`src/rtl/utf8sd_pkg.sv`:
```
// ============================================================================
// utf8sd_pkg
// Types and constants shared by the UTF-8 stream decoder modules.
// ============================================================================
package utf8sd_pkg;

    localparam int CP_W      = 21;
    localparam int Q_DEPTH   = 4;
    localparam int Q_AW      = $clog2(Q_DEPTH);

    localparam logic [CP_W-1:0] REPL_CP = 21'h00FFFD;

    localparam logic [2:0] SEQ_NONE = 3'd0;
    localparam logic [2:0] SEQ_LEN2 = 3'd2;
    localparam logic [2:0] SEQ_LEN3 = 3'd3;
    localparam logic [2:0] SEQ_LEN4 = 3'd4;

    typedef struct packed {
        logic [7:0] data_byte;
        logic       final_byte;
    } t_in;

    typedef struct packed {
        logic [CP_W-1:0] code_point;
        logic            replaced;
        logic            run_last;
        logic            stream_done;
    } t_out;

    // one accepted byte, as a list of results for the back end
    typedef struct packed {
        logic            fin;
        logic [1:0]      rep_count;
        logic            has_cp;
        logic            cp_rep;
        logic [CP_W-1:0] cp;
    } t_cmd;

    typedef struct packed {
        logic full;
        logic avail;
    } t_q_status;

endpackage

```
`src/rtl/utf8sd_front.sv`:
```
// ============================================================================
// utf8sd_front
// Accepts bytes, tracks the pending sequence and turns each byte into a
// command: a count of replacement results and an optional code point.
// ============================================================================
module utf8sd_front (
    input  logic                    i_clk,
    input  logic                    i_rst_n,
    input  logic                    i_valid,
    output logic                    o_ready,
    input  utf8sd_pkg::t_in         i_data,
    input  utf8sd_pkg::t_q_status   i_q_status,
    output logic                    o_push,
    output utf8sd_pkg::t_cmd        o_cmd
);
    import utf8sd_pkg::*;

    logic [2:0]      r_len, n_len;
    logic [1:0]      r_cs, n_cs;
    logic [CP_W-1:0] r_pv, n_pv;

    logic            accept;
    logic            fresh;
    logic [1:0]      cs1;
    logic [CP_W-1:0] pv_ext;
    t_cmd            cmd;

    assign o_ready = !i_q_status.full;
    assign accept  = i_valid && o_ready;
    assign cs1     = r_cs + 2'd1;
    assign pv_ext  = {r_pv[CP_W-7:0], i_data.data_byte[5:0]};

    always_comb begin
        n_len = r_len;
        n_cs  = r_cs;
        n_pv  = r_pv;
        cmd   = '0;
        cmd.fin = i_data.final_byte;
        fresh = 1'b0;

        if (r_len != SEQ_NONE) begin
            if (i_data.data_byte[7:6] == 2'b10) begin
                if (({1'b0, cs1} + 3'd1) >= r_len) begin
                    cmd.has_cp = 1'b1;
                    cmd.cp     = pv_ext;
                    n_len      = SEQ_NONE;
                    n_cs       = 2'd0;
                    n_pv       = '0;
                end else if (i_data.final_byte) begin
                    cmd.rep_count = cs1 + 2'd1;
                    n_len         = SEQ_NONE;
                    n_cs          = 2'd0;
                    n_pv          = '0;
                end else begin
                    n_cs = cs1;
                    n_pv = pv_ext;
                end
            end else begin
                if (i_data.final_byte && (({1'b0, r_cs} + 3'd2) < r_len)) begin
                    cmd.rep_count = r_cs + 2'd1;
                end else begin
                    cmd.rep_count = 2'd1;
                end
                n_len = SEQ_NONE;
                n_cs  = 2'd0;
                n_pv  = '0;
                fresh = 1'b1;
            end
        end else begin
            fresh = 1'b1;
        end

        if (fresh) begin
            case (i_data.data_byte) inside
                8'b0???_????: begin
                    cmd.has_cp = 1'b1;
                    cmd.cp     = {13'd0, i_data.data_byte};
                end
                8'b110?_????: begin
                    n_len = SEQ_LEN2;
                    n_pv  = {16'd0, i_data.data_byte[4:0]};
                end
                8'b1110_????: begin
                    n_len = SEQ_LEN3;
                    n_pv  = {17'd0, i_data.data_byte[3:0]};
                end
                8'b1111_0???: begin
                    n_len = SEQ_LEN4;
                    n_pv  = {18'd0, i_data.data_byte[2:0]};
                end
                default: begin
                    cmd.has_cp = 1'b1;
                    cmd.cp_rep = 1'b1;
                    cmd.cp     = REPL_CP;
                end
            endcase
            n_cs = 2'd0;
            if (n_len != SEQ_NONE && i_data.final_byte) begin
                cmd.has_cp = 1'b1;
                cmd.cp_rep = 1'b1;
                cmd.cp     = REPL_CP;
            end
        end

        if (i_data.final_byte) begin
            n_len = SEQ_NONE;
            n_cs  = 2'd0;
            n_pv  = '0;
        end
    end

    assign o_push = accept && (cmd.rep_count != 2'd0 || cmd.has_cp);
    assign o_cmd  = cmd;

    always_ff @(posedge i_clk) begin
        if (!i_rst_n) begin
            r_len <= SEQ_NONE;
            r_cs  <= 2'd0;
            r_pv  <= '0;
        end else if (accept) begin
            r_len <= n_len;
            r_cs  <= n_cs;
            r_pv  <= n_pv;
        end
    end

    a_len_range: assert property (@(posedge i_clk) disable iff (!i_rst_n)
        r_len == SEQ_NONE || r_len == SEQ_LEN2 || r_len == SEQ_LEN3 || r_len == SEQ_LEN4)
        else $error("pending length out of range");

    a_fin_clears: assert property (@(posedge i_clk) disable iff (!i_rst_n)
        accept && i_data.final_byte |=> r_len == SEQ_NONE)
        else $error("state not cleared after final byte");

endmodule

```
`src/rtl/utf8sd_queue.sv`:
```
// ============================================================================
// utf8sd_queue
// Short command queue between the front and back ends.
// ============================================================================
module utf8sd_queue (
    input  logic                    i_clk,
    input  logic                    i_rst_n,
    input  logic                    i_push,
    input  utf8sd_pkg::t_cmd        i_cmd,
    input  logic                    i_pop,
    output utf8sd_pkg::t_cmd        o_head,
    output utf8sd_pkg::t_q_status   o_status
);
    import utf8sd_pkg::*;

    t_cmd          r_mem [Q_DEPTH];
    logic [Q_AW-1:0] r_wr, r_rd;
    logic [Q_AW:0]   r_cnt;

    assign o_status.full  = (r_cnt == (Q_AW+1)'(Q_DEPTH));
    assign o_status.avail = (r_cnt != '0);
    assign o_head         = r_mem[r_rd];

    always_ff @(posedge i_clk) begin
        if (i_push) begin
            r_mem[r_wr] <= i_cmd;
        end
    end

    always_ff @(posedge i_clk) begin
        if (!i_rst_n) begin
            r_wr  <= '0;
            r_rd  <= '0;
            r_cnt <= '0;
        end else begin
            if (i_push) begin
                r_wr <= r_wr + Q_AW'(1);
            end
            if (i_pop) begin
                r_rd <= r_rd + Q_AW'(1);
            end
            case ({i_push, i_pop})
                2'b10:   r_cnt <= r_cnt + (Q_AW+1)'(1);
                2'b01:   r_cnt <= r_cnt - (Q_AW+1)'(1);
                default: r_cnt <= r_cnt;
            endcase
        end
    end

    a_no_overflow: assert property (@(posedge i_clk) disable iff (!i_rst_n)
        !(i_push && o_status.full))
        else $error("push into full queue");

    a_no_underflow: assert property (@(posedge i_clk) disable iff (!i_rst_n)
        !(i_pop && !o_status.avail))
        else $error("pop from empty queue");

endmodule

```
`src/rtl/utf8sd_back.sv`:
```
// ============================================================================
// utf8sd_back
// Expands queued commands into results, one per cycle while the output side
// takes them, into the output register.
// ============================================================================
module utf8sd_back (
    input  logic                    i_clk,
    input  logic                    i_rst_n,
    input  utf8sd_pkg::t_cmd        i_head,
    input  utf8sd_pkg::t_q_status   i_q_status,
    output logic                    o_pop,
    output logic                    o_valid,
    input  logic                    i_ready,
    output utf8sd_pkg::t_out        o_data
);
    import utf8sd_pkg::*;

    logic [1:0] r_idx;
    logic       r_valid;
    t_out       r_data;

    logic       load;
    logic       is_rep;
    logic       is_last;
    logic [2:0] total;

    assign total   = {1'b0, i_head.rep_count} + {2'b00, i_head.has_cp};
    assign is_rep  = r_idx < i_head.rep_count;
    assign is_last = ({1'b0, r_idx} + 3'd1) == total;
    assign load    = i_q_status.avail && (!r_valid || i_ready);
    assign o_pop   = load && is_last;

    always_ff @(posedge i_clk) begin
        if (load) begin
            r_data.code_point  <= is_rep ? REPL_CP : i_head.cp;
            r_data.replaced    <= is_rep ? 1'b1 : i_head.cp_rep;
            r_data.run_last    <= is_last;
            r_data.stream_done <= is_last && i_head.fin;
        end
    end

    always_ff @(posedge i_clk) begin
        if (!i_rst_n) begin
            r_idx   <= 2'd0;
            r_valid <= 1'b0;
        end else begin
            if (load) begin
                r_idx <= is_last ? 2'd0 : r_idx + 2'd1;
            end
            if (load) begin
                r_valid <= 1'b1;
            end else if (i_ready) begin
                r_valid <= 1'b0;
            end
        end
    end

    assign o_valid = r_valid;
    assign o_data  = r_data;

    a_idx_in_cmd: assert property (@(posedge i_clk) disable iff (!i_rst_n)
        i_q_status.avail |-> ({1'b0, r_idx} < total))
        else $error("result index past end of command");

    a_done_is_last: assert property (@(posedge i_clk) disable iff (!i_rst_n)
        o_valid && o_data.stream_done |-> o_data.run_last)
        else $error("stream end not on last result of item");

endmodule

```
`src/rtl/utf8_stream_decoder_core.sv`:
```
// ============================================================================
// utf8_stream_decoder_core
// UTF-8 byte stream to code point decoder with U+FFFD replacement.
// ============================================================================
// Takes one byte per cycle while the queue has room and gives one result
// per cycle while the output side is ready, so the output side alone sets
// the pace. Most bytes give zero or one result; an error can give up to
// three. A four-entry command queue sits between the byte classifier and
// the result expander; the input stalls only when it is full. A byte's
// results pass through the queue and then the output register.
module utf8_stream_decoder_core (
    input  logic                 i_clk,
    input  logic                 i_rst_n,
    input  logic                 i_valid,
    output logic                 o_ready,
    input  utf8sd_pkg::t_in      i_data,
    output logic                 o_valid,
    input  logic                 i_ready,
    output utf8sd_pkg::t_out     o_data
);
    import utf8sd_pkg::*;

    t_q_status q_status;
    t_cmd      push_cmd;
    t_cmd      head_cmd;
    logic      push;
    logic      pop;

    utf8sd_front u_front (
        .i_clk      (i_clk),
        .i_rst_n    (i_rst_n),
        .i_valid    (i_valid),
        .o_ready    (o_ready),
        .i_data     (i_data),
        .i_q_status (q_status),
        .o_push     (push),
        .o_cmd      (push_cmd)
    );

    utf8sd_queue u_queue (
        .i_clk    (i_clk),
        .i_rst_n  (i_rst_n),
        .i_push   (push),
        .i_cmd    (push_cmd),
        .i_pop    (pop),
        .o_head   (head_cmd),
        .o_status (q_status)
    );

    utf8sd_back u_back (
        .i_clk      (i_clk),
        .i_rst_n    (i_rst_n),
        .i_head     (head_cmd),
        .i_q_status (q_status),
        .o_pop      (pop),
        .o_valid    (o_valid),
        .i_ready    (i_ready),
        .o_data     (o_data)
    );

endmodule

```
`config.mk`:
```
export PLATFORM = sky130hd
export DESIGN_NAME = utf8_stream_decoder_core
export DESIGN_NICKNAME = d
export VERILOG_FILES = /design/src/rtl/utf8sd_pkg.sv /design/src/rtl/utf8sd_front.sv /design/src/rtl/utf8sd_queue.sv /design/src/rtl/utf8sd_back.sv /design/src/rtl/utf8_stream_decoder_core.sv
export SDC_FILE = /design/constraint.sdc
export NUM_CORES = 1
export LEC_CHECK = 0
export BUFFER_PORTS_ARGS = -buffer_cell sky130_fd_sc_hd__buf_2
export CAP_MARGIN = 10
export CELL_PAD_IN_SITES_DETAIL_PLACEMENT = 0
export CELL_PAD_IN_SITES_GLOBAL_PLACEMENT = 1
export CORE_MARGIN = 5
export CORE_UTILIZATION = 55
export DETAILED_ROUTE_END_ITERATION = 8
export HOLD_SLACK_MARGIN = 0.08
export PLACE_DENSITY_LB_ADDON = 0.1
export SYNTH_ARGS = -nofsm -noshare
export SYNTH_HDL_FRONTEND = slang
export SYNTH_SLANG_ARGS = --single-unit
```
`constraint.sdc`:
```
create_clock -name i_clk -period 9.55 [get_ports i_clk]
set_input_delay 1.4325 -clock i_clk [delete_from_list [all_inputs] [get_ports i_clk]]
set_output_delay 1.4325 -clock i_clk [all_outputs]
set_load 0.05 [all_outputs]
```
### After elaboration in Yosys (flattened, before gate mapping)

Memory sizes are Yosys's and may differ from the RTL's. A register that Yosys moved wholly into a read port is not among the register bits.
Index checks and enable logic that the tools add are counted.

| word-level totals | value |
|---|---|
| flip-flop bits (word level) | 60 |
| bits in latches | 0 |
| RAM bits | 104 |
| ROM bits | 0 |
| output and inout port bits | 26 |
| memories kept | 1 |

| cells by class | value |
|---|---|
| add/subtract/negate cells | 11 |
| $mul | 0 |
| div/mod/pow operators | 0 |
| magnitude comparators | 3 |
| equal/unequal tests | 8 |
| shifts and indexed selects | 0 |
| mux-type cells | 59 |
| bitwise gates (word level) | 0 |
| reduce and logical (&&, ||, !) cells | 19 |

Memory list:

| memory | words | width | read ports | clocked after Yosys merged registers in | wr ports | line | text |
|---|---|---|---|---|---|---|---|
| u_queue.r_mem | 4 | 26 | 1 | 1 | 1 | utf8sd_queue.sv:16 | `t_cmd r_mem [Q_DEPTH];` |

Operators with widths:

| cell | count |
|---|---|
| $mux W21 | 16 |
| $mux W23 | 2 |
| $mux W3 | 12 |
| $mux W2 | 12 |
| $mux W1 | 16 |
| $reduce_bool A3 Y1 | 4 |
| $add A2 B1 Y2 const B | 5 |
| $logic_and A1 B1 Y1 | 7 |
| $add A2 B1 Y3 const B | 2 |
| $eq A3 B3 Y1 const B | 2 |
| $pmux W3 S2 | 1 |
| $reduce_bool A2 Y1 | 3 |
| $eq A5 B5 Y1 const B | 1 |
| $eq A2 B2 Y1 const B | 2 |
| $eq A4 B4 Y1 const B | 1 |
| $add A2 B1 Y3 | 1 |
| $add A2 B2 Y3 const B | 1 |
| $add A3 B1 Y3 const B | 1 |
| $eq A3 B3 Y1 | 1 |
| $ge A3 B3 Y1 | 1 |
| $lt A3 B3 Y1 | 1 |
| $sub A3 B1 Y3 const B | 1 |
| $eq A2 B1 Y1 const B | 1 |
| $logic_not A1 Y1 | 2 |
| other kinds (3) | 4 |

### Depth between registers and ports, before layout

Gate-level depths: netlist of the first run.

| logic depth | value |
|---|---|
| depth in word-level cells | 19 |
| gate-level depth with buffers | 16 |

### Cells and area by module

Synthesis of the first run repeated with hierarchy kept, for this count alone.

| unflattened totals | value |
|---|---|
| cells, all modules | 435 |
| area total of the unflattened synthesis | 6731.5 um2 |

By module, submodules not included:

| module | instances | cells each | area each (um2) | sequential area each (um2) |
|---|---|---|---|---|
| utf8sd_queue | 1 | 182 | 4249.1 | 3303.2 |
| utf8sd_front | 1 | 179 | 1366.3 | 400.4 |
| utf8sd_back | 1 | 74 | 1116.1 | 780.7 |

### Worst setup path before layout of the first run

OpenSTA, ideal clock, no wires.

| timing path | value |
|---|---|
| path kind | input to register |
| start | in i_data[0] (netlist name) |
| end | reg u_queue.r_cnt[2] |
| arrival | 3.463 ns |
| slack | 6.011 ns |
| stages on the path | 12 |
| path through | buf_2 > nor3b_1 > and2_1 > a22oi_2 > a31oi_4 > inv_1 > ha_1 > inv_1 > fa_1 > xor2_1 > or3_1 > a21boi_0 |

| on the way | value |
|---|---|
| cells in the longest elaborated chain, start to end | 17 |
| elaborated cells on any way between the ends | 26 |
| classes of those cells | eq/ne (2); mux (17); reduce/logical (7) |

Ends and longest elaborated chain:

| item | line | text |
|---|---|---|
| start, declared | utf8_stream_decoder_core.sv:16 | `input utf8sd_pkg::t_in i_data,` |
| $mux W3 | utf8sd_front.sv:49 | `end else if (i_data.final_byte) begin` |
| $mux W3 | utf8sd_front.sv:43 | `if (({1'b0, cs1} + 3'd1) >= r_len) begin` |
| $mux W3 | utf8sd_front.sv:42 | `if (i_data.data_byte[7:6] == 2'b10) begin` |
| $mux W3 | utf8sd_front.sv:41 | `if (r_len != SEQ_NONE) begin` |
| $mux W3 (4 in series) | utf8sd_front.sv:74 | `case (i_data.data_byte) inside` |
| $mux W3 | utf8sd_front.sv:73 | `if (fresh) begin` |
| $reduce_bool A3 Y1 | utf8sd_front.sv:98 | `if (n_len != SEQ_NONE && i_data.final_byte) begin` |
| $logic_and A1 B1 Y1 | utf8sd_front.sv:98 |  |
| $mux W23 | utf8sd_front.sv:98 |  |
| $mux W23 | utf8sd_front.sv:73 |  |
| $logic_or A1 B1 Y1 * | utf8sd_front.sv:112 | `assign o_push = accept && (cmd.rep_count != 2'd0 \|\| cmd.has_cp);` |
| $logic_and A1 B1 Y1 * | utf8sd_front.sv:112 |  |
| $eq A2 B1 Y1 or $eq A2 B2 Y1 (tied branches) | utf8sd_queue.sv:42 | `case ({i_push, i_pop})` |
| $pmux W3 S2 or $reduce_bool A2 Y1 (tied branches) | - |  |
| end signal, assigned | utf8sd_queue.sv:43 | `2'b10: r_cnt <= r_cnt + (Q_AW+1)'(1);` |
| end signal, assigned | utf8sd_queue.sv:44 | `2'b01: r_cnt <= r_cnt - (Q_AW+1)'(1);` |
| end signal, assigned | utf8sd_queue.sv:45 | `default: r_cnt <= r_cnt;` |
| end, declared | utf8sd_queue.sv:18 | `logic [Q_AW:0] r_cnt;` |

Mark *: on every way between the ends. The rest lies on a longest branch, timed or not. The select of a mux whose other input is x is not followed.
A chain may end at the register's enable or synchronous reset.

==> flow_metrics.py, run 1 <==
metrics = {
    "clock_tree": {
        "cts_tree": "yes",
        "clock_latency_ns": 0.41,
        "clkTransAtPathRegs_ns": 0.06,
        "clock_sinks": 160,
        "cts_resized": 0,
        "cts_buffers": 17,
        "root_buffer": "clkbuf_16",
        "cts_hold_buf": 0,
        "clockBufferDepth": 2,
        "cts_setup_buffers": 0,
        "h-tree-depth": 4,
    },
    "timing": {
        "rsz0062_at_grt": "no",
        "fin_crit_ns": 3.779,
        "slew_headroom_pct": 28.12,
        "drv_slew": 0,
        "clock_skew_ns": 0.008137,
        "timing.fmax_mhz": 264.6,
        "tns_ns": 0,
        "hold_viol": 0,
        "setup_violations": 0,
        "fin_crit_sh_pct": 39.57,
        "holdWs_ns": 0.4870,
        "worst_slew_pin_slew_ns": 1.074,
    },
    "floorplan": {
        "core_area_um2": 11910,
        "io-pin-count": 39,
        "die_h_um": 119.9,
        "start_util_pct": 55.81,
        "std_cell_rows": 40,
        "die-area_um2": 14390,
        "die_w_um": 119.9,
    },
    "synth": {
        "yosysSeqAreaShare_pct": 67.46,
        "synthCells": 420,
        "yosys-top-cells-area": "edfxtp_1 (58%), dfxtp_1 (9.6%), mux4_2 (7.5%)",
        "synth_top_area_share_pct": 57.82,
        "ys_seq_elements": 160,
        "yosys.area.top_type": "edfxtp_1",
        "synth_cell_types": 49,
        "syn_area_per_cell_um2": 15.83,
        "synth-main-ff-cell": "edfxtp_1",
        "synth.cell_area_um2": 6648,
        "synthArstFlopShare_pct": 0,
        "syn-num-nets": 449,
        "synth_edf_count": 128,
        "ys.warnings.count": 0,
    },
    "detailed_routing": {
        "num_vias": 3433,
        "antenna_left": 0,
        "routed_wirelength_mm": 11.62,
        "firstDrtPassIters": 6,
        "wl_per_cell_um": 18.54,
        "drc": 0,
        "drt_iter0_drc": 250,
        "avgViaCountPerCell": 5.475,
    },
    "job": {
        "cap_violations": 0,
    },
    "placed_design": {
        "place_congestion": 0.8853,
        "dpl_cell_area_um2": 6958,
        "dp_hpwl_mm": 7.319,
        "portBuffers": 38,
    },
    "cells_and_area": {
        "antenna_cells": 0,
        "fin_nets": 496,
        "final_layout_size_suffix_gt1_share_pct": 23.54,
        "areaGrowthSynthToFinish_pct": 13.44,
        "final_common_cell": "edfxtp_1",
        "design_area_um2": 7541,
        "layout_common_cells": "edfxtp_1 (128), buf_2 (38), dfxtp_1 (32)",
        "fin_util_pct": 63.31,
    },
    "min_path": {
        "hold_depth": 2,
        "hp-class": "flop to flop",
    },
    "pwr": {
        "irDropWorstVdd_uv": 153.4,
        "p_leak_nw": 2.615,
        "powerDensity_nw_per_um2": 282.0,
        "finalPower_w": 0.002126,
    },
    "critical_path": {
        "crit_path_end_kind": "flop",
        "criticalPathCategory": "flop to flop",
        "required_ns": 9.89,
        "cp_max_fo": 26,
        "r2r_cells": 13,
        "worstPathArrival_ns": 4.12,
        "crit_path_start_kind": "flop",
    },
    "grt": {
        "gr-total-overflow": 0,
        "grt_usage_pct": 17.53,
        "grt_pass1_wl_mm": 19.05,
        "antenna_found_initial": 0,
        "grt_max_degree": 34,
        "first_global_vias": 3502,
    },
    "status": {
        "outcome": "finished, final reports clean",
    },
}
## layout make-up
cell class / instances / area [µm²]
Multi-Input combinational cell: 225 / 1983
Sequential cell: 160 / 4484
Tap cell: 147 / 183.9
Timing Repair Buffer: 44 / 235.2
Fill cell: 900 / 4370
Inverter: 19 / 71.32
Clock inverter: 15 / 157.7
Clock buffer: 17 / 425.4
## through the flow
step | worst slack [ns] | instances
4_1_cts | 5.683 | 627
3_3_place_gp | 5.812 | 595
2_1_floorplan | 6.011 | 420
6_report | 5.771 | 627
5_1_grt | 5.404 | 627
3_5_place_dp | 5.687 | 595
## path summary, 6_finish.rpt
path                  start                to  slack (ns)
min reg2reg  u_back.o_valid    u_back.o_valid        0.49
max reg2reg            flop  u_queue.r_cnt[2]        5.77
min          u_back.o_valid    u_back.o_valid        0.49
max                    flop  u_queue.r_cnt[2]        5.77
## logic make-up (layout without fill, tap and decap cells)
family / after synthesis / in the layout / share of synthesized area, %
multiplexers: 29 / 29 / 9.486
flip-flops: 160 / 160 / 67.46
adder cells (fa/ha/maj): 16 / 16 / 3.124
buffers and inverters: 35 / 95 / 2.710
AO/OA/AOI/OAI: 53 / 53 / 5.985
AND/OR/NAND/NOR: 119 / 119 / 10.18
XOR/XNOR: 8 / 8 / 1.054
## layer usage
metal  track usage, %  part of all wire, %  vias to the layer above  routed length (µm)
met4            7.946                  1.3                        0                 154
met1            24.22                   49                     1695                5708
met3            3.817                  2.8                       11                 329
met2            26.77                   47                       58                5431
met5                0                    0                        -                   0
li1                 -                    -                     1669                   -
## power by group
group	total [W]	leakage [nW]	internal [W]	switching, W
logic	0.000544	0.928	0.000164	0.000380
clock network	0.000659	0.278	0.000387	0.000272
registers	0.000924	1.41	0.000894	0.0000295
total	0.00213	2.61	0.00145	0.000681
## registers in the layout, indices dropped and copies added, names as in the netlist, named ones only
register        cells
u_back.o_valid      1
u_front.r_len       3
u_queue.r_mem     104
u_queue.r_wr        2
u_front.r_pv       15
u_queue.r_rd        2
u_queue.r_cnt       3
u_back.r_idx        2
u_back.o_data      24
u_front.r_cs        2
## critical path, cell delays in order, from the launching register on
cell	delay, ns
dfxtp_1	0.31
buf_4	0.42
mux4_2	0.60
ha_1	0.20
ha_1	0.29
xnor2_1	0.14
nand3_1	0.15
nor2_1	0.27
ha_1	0.24
inv_1	0.06
fa_1	0.37
xor2_1	0.16
or3_1	0.31
a21boi_0	0.18
## synth_stat cells, drive strengths merged, types with 8 or more instances
library cell / instances
edfxtp: 128
a21o: 12
ha: 15
a22oi: 15
or2: 17
nand2: 23
dfxtp: 32
nand3: 8
mux4: 26
nor2b: 24
buf: 11
nor2: 14
inv: 19
and2: 15
No activity file was read; power rests on OpenSTA's default activity.
==> inputs of run 2 (changes only) <==
--- a/config.mk
+++ b/config.mk
@@ -10,7 +10,7 @@
 export CELL_PAD_IN_SITES_DETAIL_PLACEMENT = 0
 export CELL_PAD_IN_SITES_GLOBAL_PLACEMENT = 1
 export CORE_MARGIN = 5
-export CORE_UTILIZATION = 55
+export CORE_UTILIZATION = 51
 export DETAILED_ROUTE_END_ITERATION = 8
 export HOLD_SLACK_MARGIN = 0.08
 export PLACE_DENSITY_LB_ADDON = 0.1
==> constraint.sdc (replaced) <==
create_clock -name i_clk -period 3.96 [get_ports i_clk]
set_input_delay 0.594 -clock i_clk [delete_from_list [all_inputs] [get_ports i_clk]]
set_output_delay 0.594 -clock i_clk [all_outputs]
set_load 0.05 [all_outputs]
==> flow_metrics.py, run 2 (same netlist as run 1, synthesis figures left out) <==
metrics = {
    "detailed_routing": {
        "routed_wirelength_mm": 12.17,
        "wl_per_cell_um": 18.55,
        "drc": 0,
        "drt_iter0_drc": 231,
        "num_vias": 3544,
        "avgViaCountPerCell": 5.402,
        "firstDrtPassIters": 4,
        "antenna_left": 0,
    },
    "grt": {
        "gr-total-overflow": 0,
        "grt_pass1_wl_mm": 19.44,
        "grt_max_degree": 34,
        "antenna_found_initial": 0,
        "grt_usage_pct": 17.50,
        "first_global_vias": 3716,
    },
    "critical_path": {
        "slowest_delay_ns": 0.38,
        "reg2reg_to": "u_queue.r_cnt[2]",
        "r2r_cells": 16,
        "timing.critical_path.from": "u_front.r_cs[0]",
        "criticalPathCategory": "flop to flop",
        "worstPathArrival_ns": 3.83,
        "crit_path_start_kind": "flop",
        "slowest_stage": "dfxtp_1",
        "r2r_slack_ns": 0.47,
        "setup.worst_path.end": "u_queue.r_cnt[2]",
        "crit_chain": "inv_1, ha_1, xor2_1, ha_1, nand2_1, o21ai_1, nor2_1, a22oi_2, a31oi_4, inv_1, ha_1, inv_1, fa_1, xor2_1, or3_1, a21boi_0",
        "cp_max_fo": 7,
        "required_ns": 4.30,
        "timing.rr.start": "u_front.r_cs[0]",
        "crit_path_end_kind": "flop",
    },
    "floorplan": {
        "die-area_um2": 15420,
        "die_w_um": 124.2,
        "die_h_um": 124.2,
        "io-pin-count": 39,
        "std_cell_rows": 41,
        "core_area_um2": 12720,
        "start_util_pct": 52.25,
    },
    "min_path": {
        "hp-class": "input pin to flop",
    },
    "pwr": {
        "p_leak_nw": 2.617,
        "irDropWorstVdd_uv": 287.5,
        "powerDensity_nw_per_um2": 675.3,
        "seq_power_share_pct": 43.6,
        "power.internal_w": 0.003455,
        "pwr-share-comb_pct": 26.1,
        "power.switching_w": 0.001672,
        "pwr-share-clk_pct": 30.3,
        "p_sw_share_pct": 32.61,
    },
    "placed_design": {
        "place_congestion": 0.7703,
        "portBuffers": 38,
        "dp_hpwl_mm": 7.771,
    },
    "cells_and_area": {
        "areaGrowthSynthToFinish_pct": 14.21,
        "antenna_cells": 0,
        "fin_nets": 500,
        "top_register": "u_queue.r_mem",
        "largest_register_ffs": 104,
        "layout_common_cells": "edfxtp_1 (128), buf_2 (38), dfxtp_1 (32)",
        "final_common_cell": "edfxtp_1",
        "final_layout_size_suffix_gt1_share_pct": 24.38,
        "fin_util_pct": 59.68,
    },
    "timing": {
        "worst_slew_pin_slew_ns": 1.039,
        "drv_slew": 0,
        "fin_crit_sh_pct": 88.18,
        "clock_skew_ns": 0.006280,
        "hold_viol": 0,
        "setup_violations": 0,
        "rsz0062_at_grt": "no",
        "fin_crit_ns": 3.492,
        "slew_headroom_pct": 30.65,
        "timing.fmax_mhz": 286.4,
        "holdWs_ns": 0.4556,
        "tns_ns": 0,
    },
    "clock_tree": {
        "clock_latency_ns": 0.42,
        "h-tree-depth": 4,
        "clkTransAtPathRegs_ns": 0.06,
        "root_buffer": "clkbuf_16",
        "clock_sinks": 160,
        "cts_hold_buf": 0,
        "clockBufferDepth": 2,
        "cts_tree": "yes",
        "cts_resized": 0,
        "cts_buffers": 17,
        "cts_setup_buffers": 0,
    },
    "job": {
        "cap_violations": 0,
    },
    "status": {
        "outcome": "finished, final reports clean",
    },
}
[run 2: worst min-delay path by stage]
stage	startpoint	to	slack [ns]	depth (start not counted)
2_1_floorplan	u_front.r_pv[3]	u_front.r_pv[3]	0.46	2
3_3_place_gp	u_back.o_valid	u_back.o_valid	0.46	2
3_5_place_dp	u_back.o_valid	u_back.o_valid	0.48	2
4_1_cts	i_ready	u_back.o_valid	0.44	4
5_1_grt	i_ready	u_back.o_valid	0.48	4
6_report	i_ready	u_back.o_valid	0.46	4
[run 2: through the flow]
step,cells,power [W],setup slack [ns],cell area [µm²]
after floorplan,420,0.003317,0.5029,6648
after global placement,624,0.003608,0.5896,7019
after detailed placement,624,0.003631,0.4418,7019
after CTS,656,0.005200,0.4192,7592
after global routing,656,0.005367,0.1835,7592
final,656,0.005127,0.4679,7592
[run 2: critical path: cells and delay by family (launching register included)]
family	cells	cell delay (ns)
adders and majority gates	4	1.17
DFF	1	0.38
xor gates and xnor gates	2	0.33
AOI/OAI and AO/OA	4	0.83
and+or+nand+nor	3	0.44
buffers and inverters	3	0.25
[run 2: layer usage]
layer | up-vias | share of wire (%) | track usage [%]
met5 | - | 0 | 0
met4 | 0 | 1.5 | 6.639
met3 | 14 | 3.5 | 4.314
met2 | 64 | 49 | 28.14
met1 | 1788 | 46 | 23.18
li1 | 1678 | - | -
[run 2: power groups by stage]
stage | combinational [W] | sequential [W] | clock [W]
6_report | 0.00134 | 0.00223 | 0.00156
5_1_grt | 0.00145 | 0.00226 | 0.00166
4_1_cts | 0.00137 | 0.00224 | 0.00159
3_5_place_dp | 0.00136 | 0.00227 | 0
3_3_place_gp | 0.00135 | 0.00226 | 0
2_1_floorplan | 0.000654 | 0.00266 | 0
[run 2: layout make-up]
cell class | instances | area [µm²]
clock buffer | 18 | 439.2
tap | 172 | 215.2
timing repair buffer | 48 | 265.3
fill | 1032 | 5130
clock inverter | 14 | 133.9
inverter | 19 | 71.32
sequential | 160 | 4484
multi-input combinational | 225 | 1983
==> inputs of run 3 (changes only) <==
--- a/config.mk
+++ b/config.mk
@@ -13,7 +13,7 @@
 export CORE_UTILIZATION = 51
 export DETAILED_ROUTE_END_ITERATION = 8
 export HOLD_SLACK_MARGIN = 0.08
-export PLACE_DENSITY_LB_ADDON = 0.1
+export PLACE_DENSITY = 0.89
 export SYNTH_ARGS = -nofsm -noshare
 export SYNTH_HDL_FRONTEND = slang
 export SYNTH_SLANG_ARGS = --single-unit
==> flow_metrics.py, run 3 (same netlist as run 1, synthesis figures left out) <==
metrics = {
    "detailed_routing": {
        "antenna_left": 0,
        "wl_per_cell_um": 17.52,
        "routed_wirelength_mm": 11.46,
        "num_vias": 3516,
        "avgViaCountPerCell": 5.376,
        "drc": 0,
        "firstDrtPassIters": 5,
        "drt_iter0_drc": 273,
    },
    "pwr": {
        "powerDensity_nw_per_um2": 670.2,
        "irDropWorstVdd_uv": 284.3,
        "finalPower_w": 0.005070,
        "p_leak_nw": 2.613,
    },
    "clock_tree": {
        "clock_latency_ns": 0.42,
        "clock_sinks": 160,
        "h-tree-depth": 4,
        "clockBufferDepth": 2,
        "cts_hold_buf": 0,
        "cts_buffers": 17,
        "root_buffer": "clkbuf_16",
        "cts_resized": 0,
        "cts_tree": "yes",
        "clkTransAtPathRegs_ns": 0.06,
        "cts_setup_buffers": 0,
    },
    "timing": {
        "timing.fmax_mhz": 282.5,
        "worst_slew_pin_slew_ns": 1.044,
        "setup_violations": 0,
        "rsz0062_at_grt": "no",
        "drv_slew": 0,
        "tns_ns": 0,
        "fin_crit_ns": 3.540,
        "fin_ws_ns": 0.4202,
        "hold_viol": 0,
        "fin_crit_sh_pct": 89.39,
        "slew_headroom_pct": 30.35,
        "clock_skew_ns": 0.01132,
    },
    "critical_path": {
        "slowest_stage": "dfxtp_1",
        "worst-path-buf-inv": 3,
        "required_ns": 4.31,
        "crit_path_end_kind": "flop",
        "worstPathArrival_ns": 3.89,
        "criticalPathCategory": "flop to flop",
        "slowest_delay_ns": 0.40,
        "cp_max_fo": 7,
        "crit_chain": "inv_1, ha_1, xor2_1, ha_1, nand2_1, o21ai_1, nor2_1, a22oi_2, a31oi_4, inv_1, ha_1, inv_1, fa_1, xor2_1, or3_1, a21boi_0",
        "crit_path_start_kind": "flop",
        "critical-path-top-delay-family": "adder cells",
    },
    "cells_and_area": {
        "final_layout_size_suffix_gt1_share_pct": 23.65,
        "fill_cells": 983,
        "fin_nets": 498,
        "largest_register_ffs": 104,
        "final_common_cell": "edfxtp_1",
        "top_register": "u_queue.r_mem",
        "areaGrowthSynthToFinish_pct": 13.80,
        "antenna_cells": 0,
        "layout_common_cells": "edfxtp_1 (128), buf_2 (38), dfxtp_1 (32)",
    },
    "floorplan": {
        "die_h_um": 124.2,
        "io-pin-count": 39,
        "die-area_um2": 15420,
        "std_cell_rows": 41,
        "die_w_um": 124.2,
        "core_area_um2": 12720,
        "start_util_pct": 52.25,
    },
    "placed_design": {
        "portBuffers": 38,
        "dp_hpwl_mm": 7.213,
        "dp_slack_ns": 0.4439,
        "place_congestion": 0.8357,
    },
    "grt": {
        "use_met3_pct": 4.859,
        "use_met2_pct": 27.40,
        "top_usage_layer": "met2",
        "antenna_found_initial": 0,
        "grt_pass1_wl_mm": 18.95,
        "first_global_vias": 3668,
        "gr-total-overflow": 0,
        "use_met1_pct": 21.04,
        "grt_max_degree": 34,
        "grt_usage_pct": 16.63,
    },
    "job": {
        "cap_violations": 0,
    },
    "status": {
        "outcome": "finished, final reports clean",
    },
    "min_path": {
        "hp-class": "input pin to flop",
    },
}
[run 3: worst reg2reg max path, cell delays in order (launching register included)]
cell	delay [ns]
dfxtp_1	0.40
inv_1	0.11
ha_1	0.35
xor2_1	0.17
ha_1	0.28
nand2_1	0.07
o21ai_1	0.22
nor2_1	0.10
a22oi_2	0.26
a31oi_4	0.16
inv_1	0.09
ha_1	0.19
inv_1	0.06
fa_1	0.37
xor2_1	0.16
or3_1	0.31
a21boi_0	0.16
[run 3: power by group]
group	total [W]	leakage [nW]	switching, W	internal (W)
registers	0.00223	1.41	0.0000763	0.00216
logic	0.00132	0.938	0.000914	0.000404
clock network	0.00152	0.266	0.000651	0.000869
[run 3: path summary, 6_finish.rpt]
check,end,slack [ns],start,depth (start not counted)
hold reg to reg,u_back.o_valid,0.49,u_back.o_valid,2
setup reg to reg,u_queue.r_cnt[2],0.42,u_front.r_cs[0],16
setup / recovery,u_queue.r_cnt[2],0.42,u_front.r_cs[0],16
hold / removal,u_back.o_valid,0.46,i_ready,4
[run 3: metal layers]
layer	wire, µm	share of wire (%)
met5	0	0
met4	176	1.5
met3	632	5.5
met2	5793	51
met1	4856	42
[run 3: through the flow]
step	instances	utilization, %	area [µm²]	hold slack (ns)
finish	654	59.46	7565	0.4551
global route	654	59.46	7565	0.4647
CTS	654	59.46	7565	0.4404
detailed placement	622	55.06	7004	0.4863
global placement	622	55.06	7004	0.4589
floorplan	420	-	6648	0.4568
[run 3: layout make-up]
| type | instances | area, µm² | area share (%) |
|---|---|---|---|
| Sequential cell | 160 | 4484 | 59.28 |
| Multi-Input combinational cell | 225 | 1983 | 26.22 |
| Clock buffer | 17 | 425.4 | 5.624 |
| Timing Repair Buffer | 46 | 250.2 | 3.308 |
| Tap cell | 172 | 215.2 | 2.845 |
| Clock inverter | 15 | 135.1 | 1.786 |
| Inverter | 19 | 71.32 | 0.9428 |
